$ cat src/hw/rtl/frd_pkg.sv
// Package for the fraction reducer: widths, payload structs, controller state
// and the command and status structs between controller and datapath.
// No dependencies.
package frd_pkg;

   localparam int FRD_WIDTH = 32;
   localparam int FRD_CNT_W = $clog2(FRD_WIDTH);

   typedef struct packed {
      logic signed [FRD_WIDTH-1:0] numerator;
      logic signed [FRD_WIDTH-1:0] denominator;
   } req_type;

   typedef struct packed {
      logic signed [FRD_WIDTH-1:0] reduced_numerator;
      logic signed [FRD_WIDTH-1:0] reduced_denominator;
      logic                        invalid;
   } rsp_type;

   typedef enum logic [2:0] {
      ST_IDLE,
      ST_CHECK,
      ST_DIV_EUC,
      ST_DIV_NUM,
      ST_DIV_DEN,
      ST_FINISH
   } state_type;

   // Operand selection for the shared divider.
   typedef enum logic [1:0] {
      SEL_INIT,
      SEL_EUC_NEXT,
      SEL_NUM,
      SEL_DEN
   } div_sel_type;

   typedef struct packed {
      logic        load;
      logic        start_div;
      div_sel_type sel;
      logic        bypass;
      logic        latch_num;
      logic        latch_den;
      logic        write_out;
   } cmd_type;

   typedef struct packed {
      logic n_zero;
      logic d_zero;
      logic div_done;
      logic rem_zero;
      logic out_free;
   } status_type;

   // Applies a sign to a magnitude, wrapping to the field width.
   function automatic logic [FRD_WIDTH-1:0] from_smag(input logic neg,
                                                     input logic [FRD_WIDTH-1:0] mag);
      from_smag = neg ? (~mag + 1'b1) : mag;
   endfunction

endpackage

$ cat src/hw/rtl/frd_divider.sv
// Bit-serial restoring divider on unsigned magnitudes, one quotient bit a cycle.
// Depends on frd_pkg.
module frd_divider (
   input  logic                           clock,
   input  logic                           reset,
   input  logic                           start,
   input  logic [frd_pkg::FRD_WIDTH-1:0]  dividend,
   input  logic [frd_pkg::FRD_WIDTH-1:0]  divisor,
   output logic [frd_pkg::FRD_WIDTH-1:0]  quotient,
   output logic [frd_pkg::FRD_WIDTH-1:0]  remainder,
   output logic                           done
);
   import frd_pkg::*;

   localparam logic [FRD_CNT_W-1:0] LAST_STEP = FRD_CNT_W'(FRD_WIDTH - 1);

   logic [FRD_WIDTH-1:0] rem_ff, rem_in;
   logic [FRD_WIDTH-1:0] quo_ff, quo_in;
   logic [FRD_WIDTH-1:0] dvsr_ff, dvsr_in;
   logic [FRD_CNT_W-1:0] cnt_ff, cnt_in;
   logic                 busy_ff, busy_in;
   logic                 done_ff, done_in;
   logic [FRD_WIDTH:0]   trial;

   always_comb begin
      trial   = {rem_ff, quo_ff[FRD_WIDTH-1]} - {1'b0, dvsr_ff};
      rem_in  = rem_ff;
      quo_in  = quo_ff;
      dvsr_in = dvsr_ff;
      cnt_in  = cnt_ff;
      busy_in = busy_ff;
      done_in = 1'b0;
      if (start) begin
         rem_in  = '0;
         quo_in  = dividend;
         dvsr_in = divisor;
         cnt_in  = '0;
         busy_in = 1'b1;
      end else if (busy_ff) begin
         // A negative trial keeps the shifted partial remainder.
         if (trial[FRD_WIDTH]) begin
            rem_in = {rem_ff[FRD_WIDTH-2:0], quo_ff[FRD_WIDTH-1]};
            quo_in = {quo_ff[FRD_WIDTH-2:0], 1'b0};
         end else begin
            rem_in = trial[FRD_WIDTH-1:0];
            quo_in = {quo_ff[FRD_WIDTH-2:0], 1'b1};
         end
         cnt_in = cnt_ff + 1'b1;
         if (cnt_ff == LAST_STEP) begin
            busy_in = 1'b0;
            done_in = 1'b1;
         end
      end
   end

   always_ff @(posedge clock) begin
      rem_ff  <= rem_in;
      quo_ff  <= quo_in;
      dvsr_ff <= dvsr_in;
      cnt_ff  <= cnt_in;
      if (reset) begin
         busy_ff <= 1'b0;
         done_ff <= 1'b0;
      end else begin
         busy_ff <= busy_in;
         done_ff <= done_in;
      end
   end

   assign quotient  = quo_ff;
   assign remainder = rem_ff;
   assign done      = done_ff;

   a_no_start_busy: assert property (@(posedge clock) disable iff (reset)
      start |-> !busy_ff) else $error("divider started while busy");
   a_done_idle: assert property (@(posedge clock) disable iff (reset)
      done_ff |-> !busy_ff) else $error("divider done while busy");
   a_busy_ends: assert property (@(posedge clock) disable iff (reset)
      (busy_ff && !start) |=> (busy_ff || done_ff)) else $error("divider stopped early");

endmodule

$ cat src/hw/rtl/frd_datapath.sv
// Datapath: operand registers, Euclid sign tracking, result and output registers.
// Depends on frd_pkg and frd_divider.
module frd_datapath (
   input  logic                clock,
   input  logic                reset,
   input  frd_pkg::cmd_type    cmd,
   output frd_pkg::status_type status,
   input  frd_pkg::req_type    req_data,
   output logic                rsp_valid,
   input  logic                rsp_stall,
   output frd_pkg::rsp_type    rsp_data
);
   import frd_pkg::*;

   logic [FRD_WIDTH-1:0] n_raw_ff, d_raw_ff;
   logic [FRD_WIDTH-1:0] n_mag_ff, d_mag_ff, b_mag_ff;
   logic                 n_neg_ff, d_neg_ff, a_neg_ff, b_neg_ff;
   logic [FRD_WIDTH-1:0] res_num_ff, res_den_ff;
   logic                 res_inv_ff;
   logic                 rsp_valid_ff;
   rsp_type              rsp_data_ff;

   logic [FRD_WIDTH-1:0] dividend, divisor, quotient, remainder;
   logic                 div_done;
   logic [FRD_WIDTH-1:0] n_in, d_in;

   assign n_in = req_data.numerator;
   assign d_in = req_data.denominator;

   always_comb begin
      case (cmd.sel)
         SEL_INIT: begin
            dividend = n_mag_ff;
            divisor  = d_mag_ff;
         end
         SEL_EUC_NEXT: begin
            dividend = b_mag_ff;
            divisor  = remainder;
         end
         SEL_NUM: begin
            dividend = n_mag_ff;
            divisor  = b_mag_ff;
         end
         SEL_DEN: begin
            dividend = d_mag_ff;
            divisor  = b_mag_ff;
         end
         default: begin
            dividend = n_mag_ff;
            divisor  = d_mag_ff;
         end
      endcase
   end

   frd_divider u_divider (
      .clock     (clock),
      .reset     (reset),
      .start     (cmd.start_div),
      .dividend  (dividend),
      .divisor   (divisor),
      .quotient  (quotient),
      .remainder (remainder),
      .done      (div_done)
   );

   always_ff @(posedge clock) begin
      if (cmd.load) begin
         n_raw_ff <= n_in;
         d_raw_ff <= d_in;
         n_neg_ff <= n_in[FRD_WIDTH-1];
         d_neg_ff <= d_in[FRD_WIDTH-1];
         // The most negative value negates to itself, which is its magnitude.
         n_mag_ff <= n_in[FRD_WIDTH-1] ? (~n_in + 1'b1) : n_in;
         d_mag_ff <= d_in[FRD_WIDTH-1] ? (~d_in + 1'b1) : d_in;
      end
      if (cmd.start_div && cmd.sel == SEL_INIT) begin
         a_neg_ff <= n_neg_ff;
         b_neg_ff <= d_neg_ff;
         b_mag_ff <= d_mag_ff;
      end else if (cmd.start_div && cmd.sel == SEL_EUC_NEXT) begin
         // A nonzero truncating remainder carries the dividend's sign.
         a_neg_ff <= b_neg_ff;
         b_neg_ff <= a_neg_ff;
         b_mag_ff <= remainder;
      end
      if (cmd.bypass) begin
         res_num_ff <= n_raw_ff;
         res_den_ff <= d_raw_ff;
         res_inv_ff <= (d_raw_ff == '0);
      end
      if (cmd.latch_num) begin
         res_num_ff <= from_smag(n_neg_ff ^ b_neg_ff, quotient);
         res_inv_ff <= 1'b0;
      end
      if (cmd.latch_den) begin
         res_den_ff <= from_smag(d_neg_ff ^ b_neg_ff, quotient);
      end
      if (cmd.write_out) begin
         rsp_data_ff.reduced_numerator   <= res_num_ff;
         rsp_data_ff.reduced_denominator <= res_den_ff;
         rsp_data_ff.invalid             <= res_inv_ff;
      end
      if (reset) begin
         rsp_valid_ff <= 1'b0;
      end else if (cmd.write_out) begin
         rsp_valid_ff <= 1'b1;
      end else if (!rsp_stall) begin
         rsp_valid_ff <= 1'b0;
      end
   end

   always_comb begin
      status.n_zero   = (n_raw_ff == '0);
      status.d_zero   = (d_raw_ff == '0);
      status.div_done = div_done;
      status.rem_zero = (remainder == '0);
      status.out_free = !rsp_valid_ff || !rsp_stall;
   end

   assign rsp_valid = rsp_valid_ff;
   assign rsp_data  = rsp_data_ff;

   a_write_free: assert property (@(posedge clock) disable iff (reset)
      cmd.write_out |-> (!rsp_valid_ff || !rsp_stall))
      else $error("output register overwritten");

endmodule

$ cat src/hw/rtl/frd_ctrl.sv
// Controller state machine: sequences load, Euclid remainders and final divisions.
// Depends on frd_pkg.
module frd_ctrl (
   input  logic                clock,
   input  logic                reset,
   input  logic                req_valid,
   output logic                req_stall,
   input  frd_pkg::status_type status,
   output frd_pkg::cmd_type    cmd
);
   import frd_pkg::*;

   state_type state_ff, state_in;

   always_comb begin
      state_in = state_ff;
      case (state_ff)
         ST_IDLE: begin
            if (req_valid) state_in = ST_CHECK;
         end
         ST_CHECK: begin
            if (status.d_zero || status.n_zero) state_in = ST_FINISH;
            else state_in = ST_DIV_EUC;
         end
         ST_DIV_EUC: begin
            if (status.div_done && status.rem_zero) state_in = ST_DIV_NUM;
         end
         ST_DIV_NUM: begin
            if (status.div_done) state_in = ST_DIV_DEN;
         end
         ST_DIV_DEN: begin
            if (status.div_done) state_in = ST_FINISH;
         end
         ST_FINISH: begin
            if (status.out_free) state_in = ST_IDLE;
         end
         default: state_in = ST_IDLE;
      endcase
   end

   always_comb begin
      cmd       = '0;
      cmd.sel   = SEL_INIT;
      req_stall = 1'b1;
      case (state_ff)
         ST_IDLE: begin
            req_stall = 1'b0;
            cmd.load  = req_valid;
         end
         ST_CHECK: begin
            if (status.d_zero || status.n_zero) begin
               cmd.bypass = 1'b1;
            end else begin
               cmd.start_div = 1'b1;
               cmd.sel       = SEL_INIT;
            end
         end
         ST_DIV_EUC: begin
            if (status.div_done) begin
               cmd.start_div = 1'b1;
               // A zero remainder leaves the divisor in the b register.
               cmd.sel       = status.rem_zero ? SEL_NUM : SEL_EUC_NEXT;
            end
         end
         ST_DIV_NUM: begin
            if (status.div_done) begin
               cmd.latch_num = 1'b1;
               cmd.start_div = 1'b1;
               cmd.sel       = SEL_DEN;
            end
         end
         ST_DIV_DEN: begin
            cmd.latch_den = status.div_done;
         end
         ST_FINISH: begin
            cmd.write_out = status.out_free;
         end
         default: begin
            cmd = '0;
         end
      endcase
   end

   always_ff @(posedge clock) begin
      if (reset) state_ff <= ST_IDLE;
      else state_ff <= state_in;
   end

   a_done_in_div: assert property (@(posedge clock) disable iff (reset)
      status.div_done |->
         (state_ff == ST_DIV_EUC || state_ff == ST_DIV_NUM || state_ff == ST_DIV_DEN))
      else $error("divider finished outside a division state");

endmodule

$ cat src/hw/rtl/fraction_reducer_core.sv
// Top level of the fraction reducer: controller plus datapath.
// Depends on frd_pkg, frd_ctrl and frd_datapath.
//
//   channel  direction  ports                           payload
//   req      in         req_valid, req_stall, req_data  numerator, denominator
//   rsp      out        rsp_valid, rsp_stall, rsp_data  reduced pair, invalid
//
// A transaction with a zero numerator or denominator bypasses the divider.
// Otherwise it runs the Euclid remainders and then the numerator and denominator
// divisions on the bit-serial divider, which is shared by all divisions.
// One transaction is in work at a time; the next is taken while a result waits.
// Synchronous reset clears the controller and the output valid.
// A stalled result holds in the output register and blocks only the next write.
module fraction_reducer_core (
   input  logic             clock,
   input  logic             reset,
   input  logic             req_valid,
   output logic             req_stall,
   input  frd_pkg::req_type req_data,
   output logic             rsp_valid,
   input  logic             rsp_stall,
   output frd_pkg::rsp_type rsp_data
);
   import frd_pkg::*;

   cmd_type    cmd;
   status_type status;

   frd_ctrl u_ctrl (
      .clock     (clock),
      .reset     (reset),
      .req_valid (req_valid),
      .req_stall (req_stall),
      .status    (status),
      .cmd       (cmd)
   );

   frd_datapath u_datapath (
      .clock     (clock),
      .reset     (reset),
      .cmd       (cmd),
      .status    (status),
      .req_data  (req_data),
      .rsp_valid (rsp_valid),
      .rsp_stall (rsp_stall),
      .rsp_data  (rsp_data)
   );

endmodule
$ cat config.mk
export PLATFORM = sky130hd
export DESIGN_NAME = fraction_reducer_core
export DESIGN_NICKNAME = d
export VERILOG_FILES = /design/src/hw/rtl/frd_pkg.sv /design/src/hw/rtl/frd_divider.sv /design/src/hw/rtl/frd_datapath.sv /design/src/hw/rtl/frd_ctrl.sv /design/src/hw/rtl/fraction_reducer_core.sv
export SDC_FILE = /design/constraint.sdc
export NUM_CORES = 1
export LEC_CHECK = 0
export BUFFER_PORTS_ARGS = -buffer_cell sky130_fd_sc_hd__buf_2
export CELL_PAD_IN_SITES_DETAIL_PLACEMENT = 0
export CELL_PAD_IN_SITES_GLOBAL_PLACEMENT = 1
export CORE_MARGIN = 2
export CORE_UTILIZATION = 55
export CTS_BUF_LIST = sky130_fd_sc_hd__clkbuf_8
export CTS_CLUSTER_SIZE = 12
export DETAILED_ROUTE_END_ITERATION = 8
export PLACE_DENSITY = 0.85
export SYNTH_ARGS = -nofsm -noshare
export SYNTH_HDL_FRONTEND = slang
export SYNTH_SLANG_ARGS = --single-unit
$ cat constraint.sdc
create_clock -name clock -period 11.5 [get_ports clock]
set_input_delay 0.575 -clock clock [delete_from_list [all_inputs] [get_ports clock]]
set_output_delay 0.575 -clock clock [all_outputs]
set_load 0.1 [all_outputs]
; ---- Word-level counts from Yosys, hierarchy flattened
; Index checks and enable logic that the tools add are counted.
[totals]
reg_bits = 401
inputBits = 68
out_inout_bits = 67
wordCells = 117
[op_classes]
addsub = 5
n_eq_ne = 15
muxes = 46
n_bitwise = 6
reduce_logical = 20
[ops]
columns = op, count
row1 = $mux W32, 11
row2 = $pmux W32 S3, 2
row3 = $add A32 B1 Y32 const B, 3
row4 = $logic_not A32 Y1, 3
row5 = $not A32 Y32, 3
row6 = $mux W31, 2
row7 = $sub A33 B32 Y33, 1
row8 = $mux W3, 9
row9 = $mux W1, 19
row10 = $pmux W3 S6, 1
row11 = $ne A2 B1 Y1 const B, 5
row12 = $pmux W3 S3, 1
row13 = $reduce_bool A2 Y1, 4
row14 = $eq A3 B2 Y1 const B, 2
row15 = $eq A3 B3 Y1 const B, 2
row16 = $add A5 B1 Y5 const B, 1
row17 = $eq A5 B5 Y1 const B, 1
row18 = $reduce_and A5 Y1, 1
row19 = $eq A2 B2 Y1 const B, 2
row20 = $reduce_or A2 Y1, 2
row21 = $eq A3 B1 Y1 const B, 1
row22 = $logic_and A1 B1 Y1, 3
row23 = $logic_not A3 Y1, 1
row24 = $reduce_or A3 Y1, 1
row25 = 8 further kinds, 11

; ---- Longest topological paths before layout
[depth]
ltp_word = 8
ltp_mapped = 13
mapped_depth_nobuf = 11

; ---- Modules after synthesis
; Synthesis repeated with hierarchy kept, for this count alone.
[unflattened]
hier_cells = 1721
hier_area_um2 = 19947.9
[by_module_without_submodules]
columns = module, instances, cells_each, area_per_inst_um2
row1 = frd_datapath, 1, 1114, 13850.8
row2 = frd_divider, 1, 560, 5776.8
row3 = frd_ctrl, 1, 47, 320.3

; ---- Least setup slack after synthesis
; No wires, ideal clock.
[synth_timing]
path_type = flip-flop to flip-flop
from = reg u_datapath.rsp_valid_ff (netlist: u_datapath.rsp_valid)
to = reg u_datapath.rsp_data_ff (netlist bit u_datapath.rsp_data[0]), enable pin
arrival_time_ns = 3.936
t_required_ns = 10.991
slack_ns = 7.054
path_stages_with_launch = 2
n_path_buf = 0
synth_period_minus_slack_ns = 4.446
cell_sequence = dfxtp_1 -> a21oi_1
[synth_rtl]
columns = element, line
row1 = "start, declared", frd_datapath.sv:20  ; logic rsp_valid_ff;
row2 = "start signal, assigned", frd_datapath.sv:104  ; rsp_valid_ff <= 1'b0;
row3 = "start signal, assigned", frd_datapath.sv:106  ; rsp_valid_ff <= 1'b1;
row4 = "start signal, assigned", frd_datapath.sv:108  ; rsp_valid_ff <= 1'b0;
row5 = "end, declared", frd_datapath.sv:21  ; rsp_type rsp_data_ff;

; ---- Worst setup path in the final report
[layout_timing]
from = reg u_datapath.n_raw_ff[31]
to = reg u_datapath.u_divider.rem_ff[27] (netlist: u_datapath.u_divider.remainder[27])
[layout_via]
elab_chain_len = 4
[layout_lines]
columns = element, line
row1 = "start, declared", frd_datapath.sv:15  ; logic [FRD_WIDTH-1:0] n_raw_ff, d_raw_ff;
row2 = "start signal, assigned", frd_datapath.sv:68  ; n_raw_ff <= n_in;
row3 = $logic_not A32 Y1, frd_datapath.sv:113  ; status.n_zero = (n_raw_ff == '0);
row4 = $logic_or A1 B1 Y1, frd_ctrl.sv:51  ; if (status.d_zero || status.n_zero) begin
row5 = $mux W3, frd_ctrl.sv:51
row6 = $pmux W3 S3, frd_ctrl.sv:45  ; case (state_ff)
row7 = "end signal, assigned", frd_divider.sv:57  ; rem_ff <= rem_in;
row8 = "end, declared", frd_divider.sv:17  ; logic [FRD_WIDTH-1:0] rem_ff, rem_in;
; No other way between the ends.
; A chain may end at the register's enable or synchronous reset.

==> impl_metrics.ini <==
[status]
status = complete, no violations

[placement]
dp_slack_ns = 7.06
placed_cells = 2253
placed_cell_area_um2 = 20700
gp_congestion = 0.871
hpwlAfterDp_um = 35100
io_buffer_count = 134

[pwr]
power.density_nw_per_um2 = 233
irDropWorstVdd_mv = 0.130
finalPower_mw = 5.09
leakage_nw = 8.14

[drt]
vias_per_cell = 5.99
totalWireLength_um = 49200
wl_per_cell_um = 20.8
via_count = 14200
first_pass_iters = 6
drt_iter0_markers = 1319
drc_errors = 0
ant_nets = 0

[critical_path]
crit_family = buffers and inverters
criticalPathCategory = reg2reg
critPathBufInv = 3
cp_slowest_stage_delay_ns = 0.61
start_kind = register
r2r_slack_ns = 6.97
worstSetupEndpointType = register
r2r_start = u_datapath.n_raw_ff[31]
cp_slowest_cell = buf_4
worstPathCellList = nor4_1 > nand4_1 > o22ai_1 > or4_1 > buf_4 > and2_1 > clkinv_2 > buf_4 > nor3b_1 > a41oi_1 > o21ai_0
r2r_end = u_datapath.u_divider.remainder[27]
required_ns = 12.02
cpMostUsedCell = buf_4
critPathLaunch = u_datapath.n_raw_ff[31]
cp.arrival_ns = 5.05
cp_max_fo = 59
r2r_cells = 11

[global_routing]
grt_max_degree = 70
grt_remaining_overflow = 0
antenna_found_initial = 1
grt_use_total = 0.262
grt_pass1_vias = 13400
grt_pass1_wl_um = 74600

[job]
maxCapViolCount = 0

[die]
die_w_um = 193
die_h_um = 193
num_io_pins = 135
initial_core_util = 0.555
core_um2 = 35400
rows = 69
dieArea_um2 = 37200

[timing]
setup_slack_ns = 6.97
final.setup.tns_ns = 0
hold_ws_ns = 0.176
max_freq_ghz = 0.221
min_period_ns = 4.53
finalHoldViolCount = 0
finClkSkew_ns = 0.0286
finalMaxSlewViolations = 0
tightest_slew_ns = 1.27
post-route-period-util = 0.394
rsz0062_at_grt = no
slew_headroom = 0.153
finalSetupViolCount = 0

[yosys]
synthTopCellsByCount = edfxtp_1, nand2_1, o21ai_0
synth-compound-area-share = 0.131
synth_cell_types = 73
synth_adder_area_share = 0.0246
ys_seq_area_frac = 0.585
synthFlopType = edfxtp_1
synth_edf_count = 353
synthTopCellsByArea = edfxtp_1, xnor2_1, dfxtp_1
ys.warnings.count = 0
synthSimpleGateAreaFrac = 0.122
netlist_area_um2 = 19600
avgSynthCellArea_um2 = 11.3
ys_async_sr_fraction = 0
post-synth-top-count-cell = edfxtp_1
synth_top_family_by_area = compound AO/OA/AOI/OAI gates
synthMuxAreaShare = 0.0421
synth_xor_xnor_area_share = 0.0651
yosysTopAreaCell = edfxtp_1
synth_top_area_share = 0.540
syn_nets = 1845
yosys_register_bits = 397
synth_cells = 1739

[layout]
nets = 1961
drive_gt1_frac = 0.161
num_antenna_cells = 0
syn2layout_area_growth_pct = 11.4
nFillCells = 2892
postLayoutCoreUtil = 0.618
fin_cells = 2368
fin_area_um2 = 21900

[clocking]
post-cts-setup-buffers = 0
clk_path_buf_depth = 3
cts_buffers = 61
cts_resized = 0
clockRootBuffer = clkbuf_8
clock_latency_ns = 0.62
clock-sinks = 397
tritoncts = done
htreeDepth = 2
path_clk_slew_ns = 0.06
postCtsHoldBufs = 0

[min_path]
hp-start = req_data[47]
min_path_type = in2reg
hold_end = u_datapath.n_raw_ff[15]
hold_depth = 1
-- placed cells by master (no fill, tap or decap), drive strengths merged, types with 5 or more instances in the layout --
cell | netlist | layout
a311oi | 6 | 6
o31ai | 17 | 17
or2 | 5 | 5
inv | 55 | 82
edfxtp | 353 | 353
a41oi | 7 | 7
buf | 9 | 153
xor2 | 42 | 42
o211ai | 8 | 8
ha | 37 | 37
xnor2 | 104 | 104
nand3 | 19 | 19
a21o | 8 | 8
and3 | 9 | 9
nor3 | 20 | 20
o41ai | 10 | 10
nor2b | 5 | 5
o21ai | 165 | 165
or4 | 16 | 16
clkinv | 1 | 20
nand2 | 222 | 222
mux2i | 41 | 41
mux2 | 37 | 37
nor2 | 114 | 114
nor3b | 7 | 7
a21oi | 66 | 66
a22oi | 29 | 29
nand2b | 16 | 16
nand4 | 16 | 16
or3 | 14 | 14
dfxtp | 44 | 44
nor4 | 31 | 31
a211oi | 20 | 20
a31oi | 44 | 44
clkbuf | 91 | 68
-- metal layers --
metal / GRT usage / up-vias / share of wire
met5: 0 / - / 0
met4: 0.0828 / 0 / 0.027
met3: 0.0416 / 89 / 0.077
met2: 0.427 / 534 / 0.48
met1: 0.364 / 6874 / 0.42
li1: - / 6694 / -
-- kinds of logic (layout without fill, tap and decap cells) --
group / count (synthesis) / count (layout)
buffers and inverters: 156 / 324
flip-flops: 397 / 397
multiplexers: 78 / 78
AND/OR/NAND/NOR: 509 / 509
adder cells (fa/ha/maj): 38 / 38
AO/OA/AOI/OAI: 415 / 415
XOR/XNOR: 146 / 146
-- registers in the layout, summed over array words and instances (netlist names) --
| signal | cells |
|---|---|
| u_ctrl.state_ff | 3 |
| u_datapath.a_neg_ff | 1 |
| u_datapath.b_mag_ff | 32 |
| u_datapath.b_neg_ff | 1 |
| u_datapath.d_mag_ff | 32 |
| u_datapath.d_raw_ff | 31 |
| u_datapath.n_mag_ff | 32 |
| u_datapath.n_raw_ff | 31 |
| u_datapath.res_den_ff | 32 |
| u_datapath.res_inv_ff | 1 |
| u_datapath.res_num_ff | 32 |
| u_datapath.rsp_data | 65 |
| u_datapath.rsp_valid | 1 |
| u_datapath.u_divider.busy_ff | 1 |
| u_datapath.u_divider.cnt_ff | 5 |
| u_datapath.u_divider.done | 1 |
| u_datapath.u_divider.dvsr_ff | 32 |
| u_datapath.u_divider.quotient | 32 |
| u_datapath.u_divider.remainder | 32 |
-- worst max-delay path by stage --
stage / endpoint / slack, ns / cells past startpoint
detailed placement: u_datapath.u_divider.remainder[27] / 7.06 / 11
floorplan: u_datapath.rsp_data[0] / 7.05 / 1
global route: u_datapath.u_divider.remainder[27] / 6.55 / 11
global placement: u_datapath.u_divider.remainder[30] / 7.22 / 11
CTS: u_datapath.u_divider.remainder[27] / 7.05 / 11
finish: u_datapath.u_divider.remainder[27] / 6.97 / 11
-- layout make-up --
class	count	area [um2]	share of cell area
sequential	397	11500	0.525
multi-input combinational	1186	7630	0.349
clock buffer	68	936	0.0428
timing repair buffer	153	813	0.0372
tap	461	577	0.0264
clock inverter	47	223	0.0102
inverter	56	211	0.00967
-- power by group --
| part | leakage (nW) | internal [mW] | switching [mW] |
|---|---|---|---|
| combinational | 3.80 | 0.681 | 1.06 |
| sequential | 3.64 | 1.95 | 0.292 |
| clock | 0.694 | 0.564 | 0.541 |
| total | 8.14 | 3.20 | 1.89 |
No activity file was read; power rests on OpenSTA's default activity.
